--- config.mk ---
export PLATFORM = sky130hd
export DESIGN_NAME = stack_machine_execute_core
export DESIGN_NICKNAME = d
export VERILOG_FILES = /design/src/rtl/core/sme_pkg.sv /design/src/rtl/core/stack_machine_execute_core.sv /design/src/rtl/core/sme_alu.sv
export SDC_FILE = /design/constraint.sdc
export NUM_CORES = 2
export LEC_CHECK = 0
export ABC_AREA = 1
export BUFFER_PORTS_ARGS = -buffer_cell sky130_fd_sc_hd__buf_2
export CORE_MARGIN = 2
export CORE_UTILIZATION = 30
export DETAILED_ROUTE_END_ITERATION = 10
export HOLD_SLACK_MARGIN = 0.05
export PLACE_DENSITY = 0.53
export SLEW_MARGIN = 5
export SYNTH_ARGS = -nofsm -noshare
export SYNTH_HDL_FRONTEND = slang
export SYNTH_SLANG_ARGS = --single-unit
--- constraint.sdc ---
create_clock -name clk_i -period 14.15 [get_ports clk_i]
set_input_delay 0.7075 -clock clk_i [delete_from_list [all_inputs] [get_ports clk_i]]
set_output_delay 0.7075 -clock clk_i [all_outputs]
set_load 0.01 [all_outputs]
--- src/rtl/core/sme_pkg.sv ---
`timescale 1ns / 1ps
// ----------------------------------------------------------------------------
// Stack machine package
// Shared widths, opcodes, status codes and the shared-unit request and response types.
// ----------------------------------------------------------------------------
package sme_pkg;

  localparam int unsigned StackDepth = 64;
  localparam int unsigned AddrWidth  = 16;
  localparam int unsigned DataWidth  = 32;
  localparam int unsigned SpWidth    = $clog2(StackDepth + 1);
  localparam int unsigned SaWidth    = $clog2(StackDepth);
  localparam int unsigned ImmBytes   = DataWidth / 8;
  localparam int unsigned TgtBytes   = 4;
  localparam int unsigned CntWidth   = $clog2(DataWidth + 1);

  localparam logic [4:0] OpPush  = 5'd0;
  localparam logic [4:0] OpRpush = 5'd1;
  localparam logic [4:0] OpPop   = 5'd2;
  localparam logic [4:0] OpAdd   = 5'd3;
  localparam logic [4:0] OpSub   = 5'd4;
  localparam logic [4:0] OpMul   = 5'd5;
  localparam logic [4:0] OpDiv   = 5'd6;
  localparam logic [4:0] OpSqrt  = 5'd7;
  localparam logic [4:0] OpIn    = 5'd8;
  localparam logic [4:0] OpOut   = 5'd9;
  localparam logic [4:0] OpJmp   = 5'd10;
  localparam logic [4:0] OpJa    = 5'd11;
  localparam logic [4:0] OpJae   = 5'd12;
  localparam logic [4:0] OpJb    = 5'd13;
  localparam logic [4:0] OpJbe   = 5'd14;
  localparam logic [4:0] OpJe    = 5'd15;
  localparam logic [4:0] OpJne   = 5'd16;
  localparam logic [4:0] OpCall  = 5'd17;
  localparam logic [4:0] OpRet   = 5'd18;
  localparam logic [4:0] OpHlt   = 5'd19;

  localparam logic [2:0] StOk      = 3'd0;
  localparam logic [2:0] StUnder   = 3'd1;
  localparam logic [2:0] StOver    = 3'd2;
  localparam logic [2:0] StDivZero = 3'd3;
  localparam logic [2:0] StBadReg  = 3'd4;
  localparam logic [2:0] StBadOp   = 3'd5;
  localparam logic [2:0] StNegSqrt = 3'd6;

  typedef enum logic [1:0] {
    AluMul,
    AluDiv,
    AluSqrt
  } alu_op_e;

  typedef struct packed {
    logic                 start;
    alu_op_e              op;
    logic [DataWidth-1:0] a;
    logic [DataWidth-1:0] b;
  } alu_req_t;

  typedef struct packed {
    logic                 done;
    logic [DataWidth-1:0] result;
  } alu_rsp_t;

endpackage

--- src/rtl/core/stack_machine_execute_core.sv ---
`timescale 1ns / 1ps
// ----------------------------------------------------------------------------
// Stack machine execute core
// Executes one decoded instruction per input transaction.
// ----------------------------------------------------------------------------
// One instruction is taken at a time and s_axis_tready stays low until its
// result has been handed over. Simple instructions pass from acceptance
// through the two read states, the execute state and the output state,
// reading the top two stack words from the stack memory one per cycle.
// Multiply, divide and square root also wait in the unit state for the shared
// iterative unit that produces one result bit (two radicand bits for square
// root) per cycle. The result register frees the input side as soon as the result is taken.
module stack_machine_execute_core (
  input  logic        clk_i,
  input  logic        rst_ni,
  input  logic        s_axis_tvalid,
  output logic        s_axis_tready,
  // command[4:0], push_value[36:5], reg_sel[44:37], jump_target[60:45],
  // in_value[92:61], zero fill[95:93]
  input  logic [95:0] s_axis_tdata,
  output logic        m_axis_tvalid,
  input  logic        m_axis_tready,
  // next_pc[15:0], out_valid[16], out_value[48:17], halted[49], status[52:50],
  // zero fill[55:53]
  output logic [55:0] m_axis_tdata
);

  localparam int unsigned W  = sme_pkg::DataWidth;
  localparam int unsigned AW = sme_pkg::AddrWidth;
  localparam int unsigned SW = sme_pkg::SpWidth;
  localparam int unsigned SA = sme_pkg::SaWidth;

  typedef enum logic [2:0] {
    StIdle,
    StRd1,
    StRd2,
    StExec,
    StAlu,
    StOut
  } state_e;

  state_e           state_q;
  logic [4:0]       cmd_q;
  logic [W-1:0]     imm_q;
  logic [7:0]       rsel_q;
  logic [AW-1:0]    tgt_q;
  logic [W-1:0]     inv_q;
  logic [AW-1:0]    pc_q;
  logic [W-1:0]     regs_q [4];
  logic [SW-1:0]    sp_q;
  logic             halt_q;
  logic [W-1:0]     top_q;
  logic [W-1:0]     stack_mem [sme_pkg::StackDepth];
  logic [W-1:0]     rd_q;
  logic [SA-1:0]    rd_addr;
  logic             rd_en;
  logic [55:0]      res_q;
  logic             mv_q;

  sme_pkg::alu_req_t alu_req;
  sme_pkg::alu_rsp_t alu_rsp;

  sme_alu u_alu (
    .clk_i  (clk_i),
    .rst_ni (rst_ni),
    .req_i  (alu_req),
    .rsp_o  (alu_rsp)
  );

  logic [4:0]  in_cmd;
  assign in_cmd = s_axis_tdata[4:0];

  assign s_axis_tready = (state_q == StIdle) && !mv_q;
  assign m_axis_tvalid = mv_q;
  assign m_axis_tdata  = res_q;

  logic s_fire;
  assign s_fire = s_axis_tvalid && s_axis_tready;

  assign rd_en   = (state_q == StRd1) || (state_q == StRd2);
  assign rd_addr = (state_q == StRd1) ? SA'(sp_q - SW'(1)) : SA'(sp_q - SW'(2));

  always_ff @(posedge clk_i) begin
    if (rd_en) begin
      rd_q <= stack_mem[rd_addr];
    end
  end

  // Execution decode. From the execute state on, rd_q holds the next word.
  logic          take, fault;
  logic [2:0]    st;
  logic [AW-1:0] seq_pc, nx_pc, ret_pc;
  logic          w_en;
  logic [SA-1:0] w_addr;
  logic [W-1:0]  w_data;
  logic [SW-1:0] sp_n;
  logic          go_alu;
  sme_pkg::alu_op_e aop;
  logic          lt_vd, lt_dv;

  assign lt_vd    = $signed(top_q) < $signed(regs_q[3]);
  assign lt_dv    = $signed(regs_q[3]) < $signed(top_q);
  assign ret_pc   = pc_q + AW'(1 + sme_pkg::TgtBytes);

  always_comb begin
    st     = sme_pkg::StOk;
    seq_pc = pc_q + AW'(1);
    take   = 1'b0;
    w_en   = 1'b0;
    w_addr = SA'(sp_q);
    w_data = top_q;
    sp_n   = sp_q;
    go_alu = 1'b0;
    aop    = sme_pkg::AluMul;
    case (cmd_q)
      sme_pkg::OpPush, sme_pkg::OpIn: begin
        if (cmd_q == sme_pkg::OpPush) seq_pc = pc_q + AW'(1 + sme_pkg::ImmBytes);
        if (sp_q >= SW'(sme_pkg::StackDepth)) begin
          st = sme_pkg::StOver;
        end else begin
          w_en   = 1'b1;
          w_data = (cmd_q == sme_pkg::OpPush) ? imm_q : inv_q;
          sp_n   = sp_q + SW'(1);
        end
      end
      sme_pkg::OpRpush: begin
        seq_pc = pc_q + AW'(2);
        if (rsel_q > 8'd3) st = sme_pkg::StBadReg;
        else if (sp_q >= SW'(sme_pkg::StackDepth)) st = sme_pkg::StOver;
        else begin
          w_en   = 1'b1;
          w_data = regs_q[rsel_q[1:0]];
          sp_n   = sp_q + SW'(1);
        end
      end
      sme_pkg::OpPop: begin
        seq_pc = pc_q + AW'(2);
        if (rsel_q > 8'd3) st = sme_pkg::StBadReg;
        else if (sp_q == '0) st = sme_pkg::StUnder;
        else sp_n = sp_q - SW'(1);
      end
      sme_pkg::OpAdd, sme_pkg::OpSub, sme_pkg::OpMul, sme_pkg::OpDiv: begin
        if (sp_q < SW'(2)) st = sme_pkg::StUnder;
        else if (cmd_q == sme_pkg::OpDiv && top_q == '0) st = sme_pkg::StDivZero;
        else begin
          w_en   = 1'b1;
          w_addr = SA'(sp_q - SW'(2));
          sp_n   = sp_q - SW'(1);
          w_data = (cmd_q == sme_pkg::OpAdd) ? top_q + rd_q : top_q - rd_q;
          if (cmd_q == sme_pkg::OpMul) begin
            go_alu = 1'b1;
            aop    = sme_pkg::AluMul;
          end else if (cmd_q == sme_pkg::OpDiv) begin
            go_alu = 1'b1;
            aop    = sme_pkg::AluDiv;
          end
        end
      end
      sme_pkg::OpSqrt: begin
        if (sp_q == '0) st = sme_pkg::StUnder;
        else if (top_q[W-1]) st = sme_pkg::StNegSqrt;
        else begin
          w_en   = 1'b1;
          w_addr = SA'(sp_q - SW'(1));
          go_alu = 1'b1;
          aop    = sme_pkg::AluSqrt;
        end
      end
      sme_pkg::OpOut: begin
        if (sp_q == '0) st = sme_pkg::StUnder;
        else sp_n = sp_q - SW'(1);
      end
      sme_pkg::OpJmp: take = 1'b1;
      sme_pkg::OpJa, sme_pkg::OpJae, sme_pkg::OpJb, sme_pkg::OpJbe,
      sme_pkg::OpJe, sme_pkg::OpJne: begin
        seq_pc = ret_pc;
        if (sp_q == '0) st = sme_pkg::StUnder;
        else begin
          sp_n = sp_q - SW'(1);
          case (cmd_q)
            sme_pkg::OpJa:  take = lt_dv;
            sme_pkg::OpJae: take = !lt_vd;
            sme_pkg::OpJb:  take = lt_vd;
            sme_pkg::OpJbe: take = !lt_dv;
            sme_pkg::OpJe:  take = top_q == regs_q[3];
            default:        take = top_q != regs_q[3];
          endcase
        end
      end
      sme_pkg::OpCall: take = 1'b1;
      sme_pkg::OpRet, sme_pkg::OpHlt: ;
      default: st = sme_pkg::StBadOp;
    endcase
    if (cmd_q == sme_pkg::OpRet) nx_pc = regs_q[3][AW-1:0];
    else nx_pc = take ? tgt_q : seq_pc;
  end

  assign fault = (st != sme_pkg::StOk);
  assign alu_req.start = (state_q == StExec) && go_alu;
  assign alu_req.op    = aop;
  assign alu_req.a     = (cmd_q == sme_pkg::OpDiv) ? rd_q : top_q;
  assign alu_req.b     = (cmd_q == sme_pkg::OpDiv) ? top_q : rd_q;

  always_ff @(posedge clk_i) begin
    if (state_q == StExec && w_en && !go_alu) begin
      stack_mem[w_addr] <= w_data;
    end else if (state_q == StAlu && alu_rsp.done) begin
      stack_mem[w_addr] <= alu_rsp.result;
    end
  end

  always_ff @(posedge clk_i or negedge rst_ni) begin
    if (!rst_ni) begin
      state_q <= StIdle;
      mv_q    <= 1'b0;
      pc_q    <= '0;
      sp_q    <= '0;
      halt_q  <= 1'b0;
      regs_q  <= '{default: '0};
      res_q   <= '0;
    end else begin
      case (state_q)
        StIdle: begin
          if (mv_q && m_axis_tready) mv_q <= 1'b0;
          if (s_fire) begin
            if (halt_q) begin
              res_q   <= {3'b000, sme_pkg::StOk, 1'b1, 32'd0, 1'b0, pc_q};
              state_q <= StOut;
            end else begin
              state_q <= StRd1;
            end
          end
        end
        StRd1:  state_q <= StRd2;
        StRd2:  state_q <= StExec;
        StExec: begin
          state_q <= go_alu ? StAlu : StOut;
          if (!go_alu) begin
            pc_q <= nx_pc;
            if (!fault) sp_q <= sp_n;
            if (cmd_q == sme_pkg::OpPop && !fault) regs_q[rsel_q[1:0]] <= top_q;
            if (cmd_q == sme_pkg::OpCall) begin
              regs_q[3] <= W'(ret_pc);
            end
            if (cmd_q == sme_pkg::OpHlt || st == sme_pkg::StBadOp) halt_q <= 1'b1;
            res_q <= {3'b000, st,
                      (cmd_q == sme_pkg::OpHlt) || (st == sme_pkg::StBadOp),
                      (cmd_q == sme_pkg::OpOut && !fault) ? top_q : W'(0),
                      (cmd_q == sme_pkg::OpOut) && !fault, nx_pc};
          end
        end
        StAlu: begin
          if (alu_rsp.done) begin
            pc_q    <= nx_pc;
            sp_q    <= sp_n;
            res_q   <= {3'b000, sme_pkg::StOk, 1'b0, W'(0), 1'b0, nx_pc};
            state_q <= StOut;
          end
        end
        StOut: begin
          mv_q    <= 1'b1;
          state_q <= StIdle;
        end
        default: state_q <= StIdle;
      endcase
    end
  end

  // Instruction capture at acceptance and top word after the first read.
  always_ff @(posedge clk_i) begin
    if (s_fire) begin
      cmd_q  <= in_cmd;
      imm_q  <= s_axis_tdata[36:5];
      rsel_q <= s_axis_tdata[44:37];
      tgt_q  <= s_axis_tdata[60:45];
      inv_q  <= s_axis_tdata[92:61];
    end
    if (state_q == StRd2) top_q <= rd_q;
  end

endmodule

--- src/rtl/core/sme_alu.sv ---
`timescale 1ns / 1ps
// ----------------------------------------------------------------------------
// Stack machine iterative unit
// Shift-add multiply, restoring divide and digit-by-digit square root, one
// result bit per cycle through one shared adder.
// ----------------------------------------------------------------------------
module sme_alu (
  input  logic              clk_i,
  input  logic              rst_ni,
  input  sme_pkg::alu_req_t req_i,
  output sme_pkg::alu_rsp_t rsp_o
);

  localparam int unsigned W = sme_pkg::DataWidth;

  logic                          busy_q, busy_d;
  logic [sme_pkg::CntWidth-1:0]  cnt_q, cnt_d;
  sme_pkg::alu_op_e              op_q, op_d;
  logic [W-1:0]                  acc_q, acc_d;
  logic [W-1:0]                  x_q, x_d;
  logic [W-1:0]                  y_q, y_d;
  logic                          neg_q, neg_d;
  logic                          done_q, done_d;
  logic [W-1:0]                  res_q, res_d;

  logic [W:0]   sum;
  logic [W-1:0] a_abs, b_abs, rem_sh, trial;
  logic         a_neg, b_neg;

  assign a_neg = req_i.a[W-1];
  assign b_neg = req_i.b[W-1];
  assign a_abs = a_neg ? (W'(0) - req_i.a) : req_i.a;
  assign b_abs = b_neg ? (W'(0) - req_i.b) : req_i.b;

  always_comb begin
    busy_d = busy_q;
    cnt_d  = cnt_q;
    op_d   = op_q;
    acc_d  = acc_q;
    x_d    = x_q;
    y_d    = y_q;
    neg_d  = neg_q;
    done_d = 1'b0;
    res_d  = res_q;
    rem_sh = '0;
    trial  = '0;
    sum    = '0;
    if (req_i.start) begin
      busy_d = 1'b1;
      op_d   = req_i.op;
      acc_d  = '0;
      neg_d  = a_neg ^ b_neg;
      case (req_i.op)
        sme_pkg::AluMul: begin
          x_d   = req_i.a;
          y_d   = req_i.b;
          cnt_d = sme_pkg::CntWidth'(W);
        end
        sme_pkg::AluDiv: begin
          x_d   = a_abs;
          y_d   = b_abs;
          cnt_d = sme_pkg::CntWidth'(W);
        end
        default: begin
          x_d   = req_i.a;
          y_d   = '0;
          cnt_d = sme_pkg::CntWidth'(W / 2);
        end
      endcase
    end else if (busy_q) begin
      case (op_q)
        sme_pkg::AluMul: begin
          sum   = {1'b0, acc_q} + {1'b0, (y_q[0] ? x_q : W'(0))};
          acc_d = sum[W-1:0];
          x_d   = {x_q[W-2:0], 1'b0};
          y_d   = {1'b0, y_q[W-1:1]};
        end
        sme_pkg::AluDiv: begin
          rem_sh = {acc_q[W-2:0], x_q[W-1]};
          sum    = {1'b0, rem_sh} - {1'b0, y_q};
          x_d    = {x_q[W-2:0], ~sum[W] | (acc_q[W-1])};
          acc_d  = (~sum[W] | acc_q[W-1]) ? sum[W-1:0] : rem_sh;
        end
        default: begin
          rem_sh = {acc_q[W-3:0], x_q[W-1:W-2]};
          trial  = {y_q[W-3:0], 2'b01};
          sum    = {1'b0, rem_sh} - {1'b0, trial};
          x_d    = {x_q[W-3:0], 2'b00};
          acc_d  = sum[W] ? rem_sh : sum[W-1:0];
          y_d    = {y_q[W-2:0], ~sum[W]};
        end
      endcase
      cnt_d = cnt_q - sme_pkg::CntWidth'(1);
      if (cnt_q == sme_pkg::CntWidth'(1)) begin
        busy_d = 1'b0;
        done_d = 1'b1;
        case (op_q)
          sme_pkg::AluMul: res_d = sum[W-1:0];
          sme_pkg::AluDiv: res_d = neg_q ? (W'(0) - x_d) : x_d;
          default:         res_d = y_d;
        endcase
      end
    end
  end

  always_ff @(posedge clk_i or negedge rst_ni) begin
    if (!rst_ni) begin
      busy_q <= 1'b0;
      done_q <= 1'b0;
      cnt_q  <= '0;
      op_q   <= sme_pkg::AluMul;
    end else begin
      busy_q <= busy_d;
      done_q <= done_d;
      cnt_q  <= cnt_d;
      op_q   <= op_d;
    end
  end

  always_ff @(posedge clk_i) begin
    acc_q <= acc_d;
    x_q   <= x_d;
    y_q   <= y_d;
    neg_q <= neg_d;
    res_q <= res_d;
  end

  assign rsp_o.done   = done_q;
  assign rsp_o.result = res_q;

endmodule

==> flow_summary.rst <==
.. list-table::
   :header-rows: 1

   * - Metric
     - Value
   * - Slowest stage cell on the critical path
     - sky130_fd_sc_hd__nand3_1
   * - Number of flops mapped to enable cells by yosys
     - 2302
   * - Cells after Synth
     - 10900
   * - Mapped cell area
     - 116000 um^2
   * - Number of endpoints with negative hold slack in the final report
     - 0
   * - Most common cell after layout, fill and taps aside
     - sky130_fd_sc_hd__edfxtp_1
   * - Pins over their slew limit
     - 0
   * - Initial Utilization
     - 30.2%
   * - VDD IR max
     - 0.000104 V
   * - Capture instance of the worst register-to-register path
     - stack_mem[37][6]$_DFFE_PP_
   * - Cell type with the highest occurrence count on the critical path
     - sky130_fd_sc_hd__nor2_4
   * - Endpoint type of the worst setup path
     - flip-flop
   * - Worst Hold Path EP
     - m_axis_tvalid$_DFFE_PN0P_
   * - Number of I/O port buffers
     - 151
   * - Filler-free cell count of the finished design
     - 16400
   * - Delay-heaviest family, CP
     - simple AND/OR/NAND/NOR gates
   * - Average vias per placed instance
     - 5.31
   * - TNS Setup
     - 0 ps
   * - Post-synthesis sequential element count
     - 2553
   * - Unrepaired setup endpoints after global routing
     - false
   * - Remaining DRCs
     - 0
   * - Worst Hold Margin
     - 131 ps
   * - Clk root buf
     - sky130_fd_sc_hd__clkbuf_16
   * - Clock latency at the later pin of the worst-skew pair
     - 920 ps
   * - Standby leakage power
     - 46.1 nW
   * - Filler cell count in the final layout
     - 38500
   * - Combined buffer and inverter count along the critical path
     - 5
   * - HPWL reported at the end of detailed placement
     - 235000 um
   * - Register-to-Register Setup Slack
     - 6850 ps
   * - Critical-path maximum fanout
     - 23
   * - RePlAce Congestion
     - 0.937
   * - Async set or reset register ratio after synthesis
     - 8.58%
   * - Clock sink count
     - 2553
   * - Worst r2r src
     - cmd_q[3]$_DFFE_PP_
   * - Power density over the cells
     - 115 nW/um^2
   * - Transition time at the pin with the least slew margin
     - 1220 ps
   * - Routed Wire Length
     - 394000 um
   * - Pre-antenna DRT Iters
     - 7
   * - Count of pins on the block boundary
     - 158
   * - Final setup vio count
     - 0
   * - Largest net degree at the start of global routing
     - 157
   * - Leading register cell type out of synthesis
     - sky130_fd_sc_hd__edfxtp_1
   * - Number of cells traversed by the worst register-to-register path
     - 13
   * - Run status
     - completed
   * - Largest stage delay on the critical path
     - 1040 ps
   * - Worst setup path class
     - reg -> reg
   * - Area share of the largest cell type after synthesis
     - 59.4%
   * - Sequential cell area fraction in the yosys report
     - 64.7%
   * - Die Span X
     - 627 um
   * - Die Outline Area
     - 393000 um^2
   * - Cell types with the largest area share after synthesis
     - sky130_fd_sc_hd__edfxtp_1 (59%), sky130_fd_sc_hd__o21ai_0 (8.2%), sky130_fd_sc_hd__nor2_1 (5.7%)
   * - Clock Skew
     - 63.0 ps
   * - Reported max-cap violation count
     - 0
   * - Synthesized area divided by synthesized cell count
     - 10.6 um^2
   * - Detail-routed net length per standard cell
     - 24.0 um
   * - Leading area contributor after synthesis
     - sky130_fd_sc_hd__edfxtp_1
   * - Crit path launch type
     - flip-flop
   * - DRC violation total after the first TritonRoute iteration
     - 9716
   * - Wire length of the first global-routing pass
     - 567000 um
   * - Leading cell types in the layout, fill and taps excluded
     - sky130_fd_sc_hd__edfxtp_1 (2302), sky130_fd_sc_hd__o21ai_0 (1894), sky130_fd_sc_hd__nor2_1 (1697)
   * - Post-synth cell types
     - 70
   * - CTS Buffer Depth
     - 4
   * - Total global-route track usage
     - 19.3%
   * - GRT overflow
     - 0
   * - TritonCTS clock tree
     - yes
   * - Share of final-layout standard cells stronger than drive strength 1
     - 8.58%
   * - Synth-to-layout area growth
     - 14.6%
   * - Placeable core region
     - 386000 um^2
   * - Clock buffer count from CTS
     - 284
   * - Resized Gates After CTS
     - 0
   * - Count of vias placed by the detailed router
     - 87200
   * - Number of instances on the worst hold path
     - 3
   * - Overall die height
     - 627 um
   * - HP Start
     - m_axis_tready
   * - Shortest period the worst path allows
     - 7300 ps
   * - Portion of the clock cycle consumed by the worst path in the final layout
     - 51.6%
   * - Warning count from the yosys run
     - 0
   * - Placed insts
     - 15800
   * - Vias in the first global route
     - 80400
   * - Number of H-tree levels
     - 5
   * - Classification of the worst-slack hold path
     - in -> reg
   * - Worst slew margin relative to its limit
     - 18.0%
   * - Number of nets with antenna violations after detailed routing
     - 0
   * - Number of placement rows
     - 228
   * - Final net count
     - 11300
   * - Antenna violations before repair
     - 10
   * - Critical Path RT
     - 14660 ps
   * - Fmax
     - 137 MHz
   * - CP Cell Sequence
     - nor2_4, inv_2, nor2_4, inv_2, o21ai_2, nand2_2, nor2_2, buf_4, inv_1, o221ai_1, nand3_1, nor2_4, buf_4
   * - Clock edge transition at the registers on the reported setup and hold paths
     - 60 ps
   * - Critical Path AT
     - 7810 ps
[area by class of cell]
type	count	area, um^2	area share (%)
clock buffers	348	7460	5.60
well taps	5175	6470	4.86
multi-input cells	7171	37200	27.9
diodes	15	37.5	0.0282
clock inverters	154	1340	1.00
inverters	557	2120	1.59
repair buffers	460	3470	2.60
flip-flops and latches	2553	75200	56.4
[kinds of logic (layout without fill, tap and decap cells)]
logic type      after synthesis  count (layout)  share of synthesized area, %
simple gates               3528            3528                          12.2
buf+inv                    1204            1519                          4.07
other cells                   1              18                       0.00322
xor+xnor                    155             155                          1.17
fa+ha+maj                   176             176                          1.91
compound gates             3307            3307                          15.9
flops                      2553            2553                          64.7
mux                           2               2                        0.0172
[worst reg2reg max path, cell delays in order, from the launching register on]
cell and delay, ps:
sky130_fd_sc_hd__edfxtp_1 610, sky130_fd_sc_hd__nor2_4 230, sky130_fd_sc_hd__inv_2 70, sky130_fd_sc_hd__nor2_4 520, sky130_fd_sc_hd__inv_2 380, sky130_fd_sc_hd__o21ai_2 230
sky130_fd_sc_hd__nand2_2 120, sky130_fd_sc_hd__nor2_2 360, sky130_fd_sc_hd__buf_4 300, sky130_fd_sc_hd__inv_1 460, sky130_fd_sc_hd__o221ai_1 1020, sky130_fd_sc_hd__nand3_1 1050
sky130_fd_sc_hd__nor2_4 970, sky130_fd_sc_hd__buf_4 570
[cells in the mapped netlist (all sizes together) (2+ instances only)]
| cell | instances |
|---|---|
| a2111oi | 3 |
| a211oi | 4 |
| a21boi | 6 |
| a21o | 21 |
| a21oi | 362 |
| a221oi | 14 |
| a22o | 3 |
| a31oi | 19 |
| and2 | 6 |
| buf | 128 |
| clkbuf | 519 |
| clkinv | 14 |
| dfrtp | 219 |
| dfxtp | 32 |
| edfxtp | 2302 |
| fa | 3 |
| ha | 173 |
| inv | 543 |
| mux2i | 2 |
| nand2 | 1238 |
| nand3 | 336 |
| nand3b | 18 |
| nand4 | 39 |
| nor2 | 1775 |
| nor3 | 68 |
| nor3b | 2 |
| nor4 | 20 |
| o2111ai | 15 |
| o211ai | 76 |
| o21a | 13 |
| o21ai | 1999 |
| o21bai | 16 |
| o221ai | 150 |
| o22a | 4 |
| o22ai | 587 |
| o311ai | 2 |
| o31ai | 5 |
| o32ai | 2 |
| or2 | 25 |
| xnor2 | 44 |
| xor2 | 111 |
[power by group]
group          total [mW]  internal, mW  switching [mW]  leakage (nW)
clock network        7.15          4.04            3.11          4.31
logic              0.0494        0.0268          0.0226          18.2
registers            8.11          8.11               0          23.6
total                15.3          12.2            3.13          46.1
[registers in the layout, indices dropped and copies added (netlist names), 2 cells and up]
name,flops
rsel_q,8
tgt_q,16
pc_q,16
cmd_q,5
u_alu.res_q,32
m_axis_tdata,53
imm_q,32
u_alu.cnt_q,6
u_alu.op_q,2
u_alu.x_q,32
sp_q,7
regs_q,128
u_alu.y_q,32
rd_q,32
top_q,32
state_q,3
stack_mem,2048
u_alu.acc_q,32
inv_q,32
[worst max path at each step]
stage                                               to                    from  cells past startpoint  slack (ps)
after floorplan           m_axis_tdata[46]$_DFFE_PN0P_  state_q[0]$_DFFE_PN0P_                     12        4650
after global placement     stack_mem[37][13]$_DFFE_PP_      cmd_q[3]$_DFFE_PP_                     13        7110
after detailed placement   stack_mem[37][13]$_DFFE_PP_      cmd_q[3]$_DFFE_PP_                     13        7100
after CTS                   stack_mem[37][6]$_DFFE_PP_      cmd_q[3]$_DFFE_PP_                     13        7090
after global routing        stack_mem[37][6]$_DFFE_PP_      cmd_q[3]$_DFFE_PP_                     13        6820
final                       stack_mem[37][6]$_DFFE_PP_      cmd_q[3]$_DFFE_PP_                     13        6850
[per-stage QoR]
| stage | setup slack [ps] | util [%] | power, mW | instance area, um^2 |
|---|---|---|---|---|
| after floorplan | 4650 | - | 8.26 | 116000 |
| after CTS | 7090 | 34.6 | 15.4 | 133000 |
| after global routing | 6820 | 34.6 | 15.7 | 133000 |
| after detailed placement | 7100 | 32.0 | 8.29 | 124000 |
| after global placement | 7110 | 32.0 | 8.29 | 124000 |
| final | 6850 | 34.6 | 15.3 | 133000 |
[metal layers]
layer	track usage (%)	wire length [um]	vias up
li1	-	-	39700
met1	27.3	173000	43500
met2	30.7	180000	3460
met3	2.89	29300	521
met4	5.68	11500	0
met5	0	0	-
[what timing repair did]
| action | 4_1_cts | 5_1_grt |
|---|---|---|
| hold endpoints to repair | 177 | 0 |
| hold buffers | 94 | 0 |
| endpoints found under the setup margin | 0 | 0 |
| setup buffers | 0 | 0 |
(Power assumes the default switching activity.)
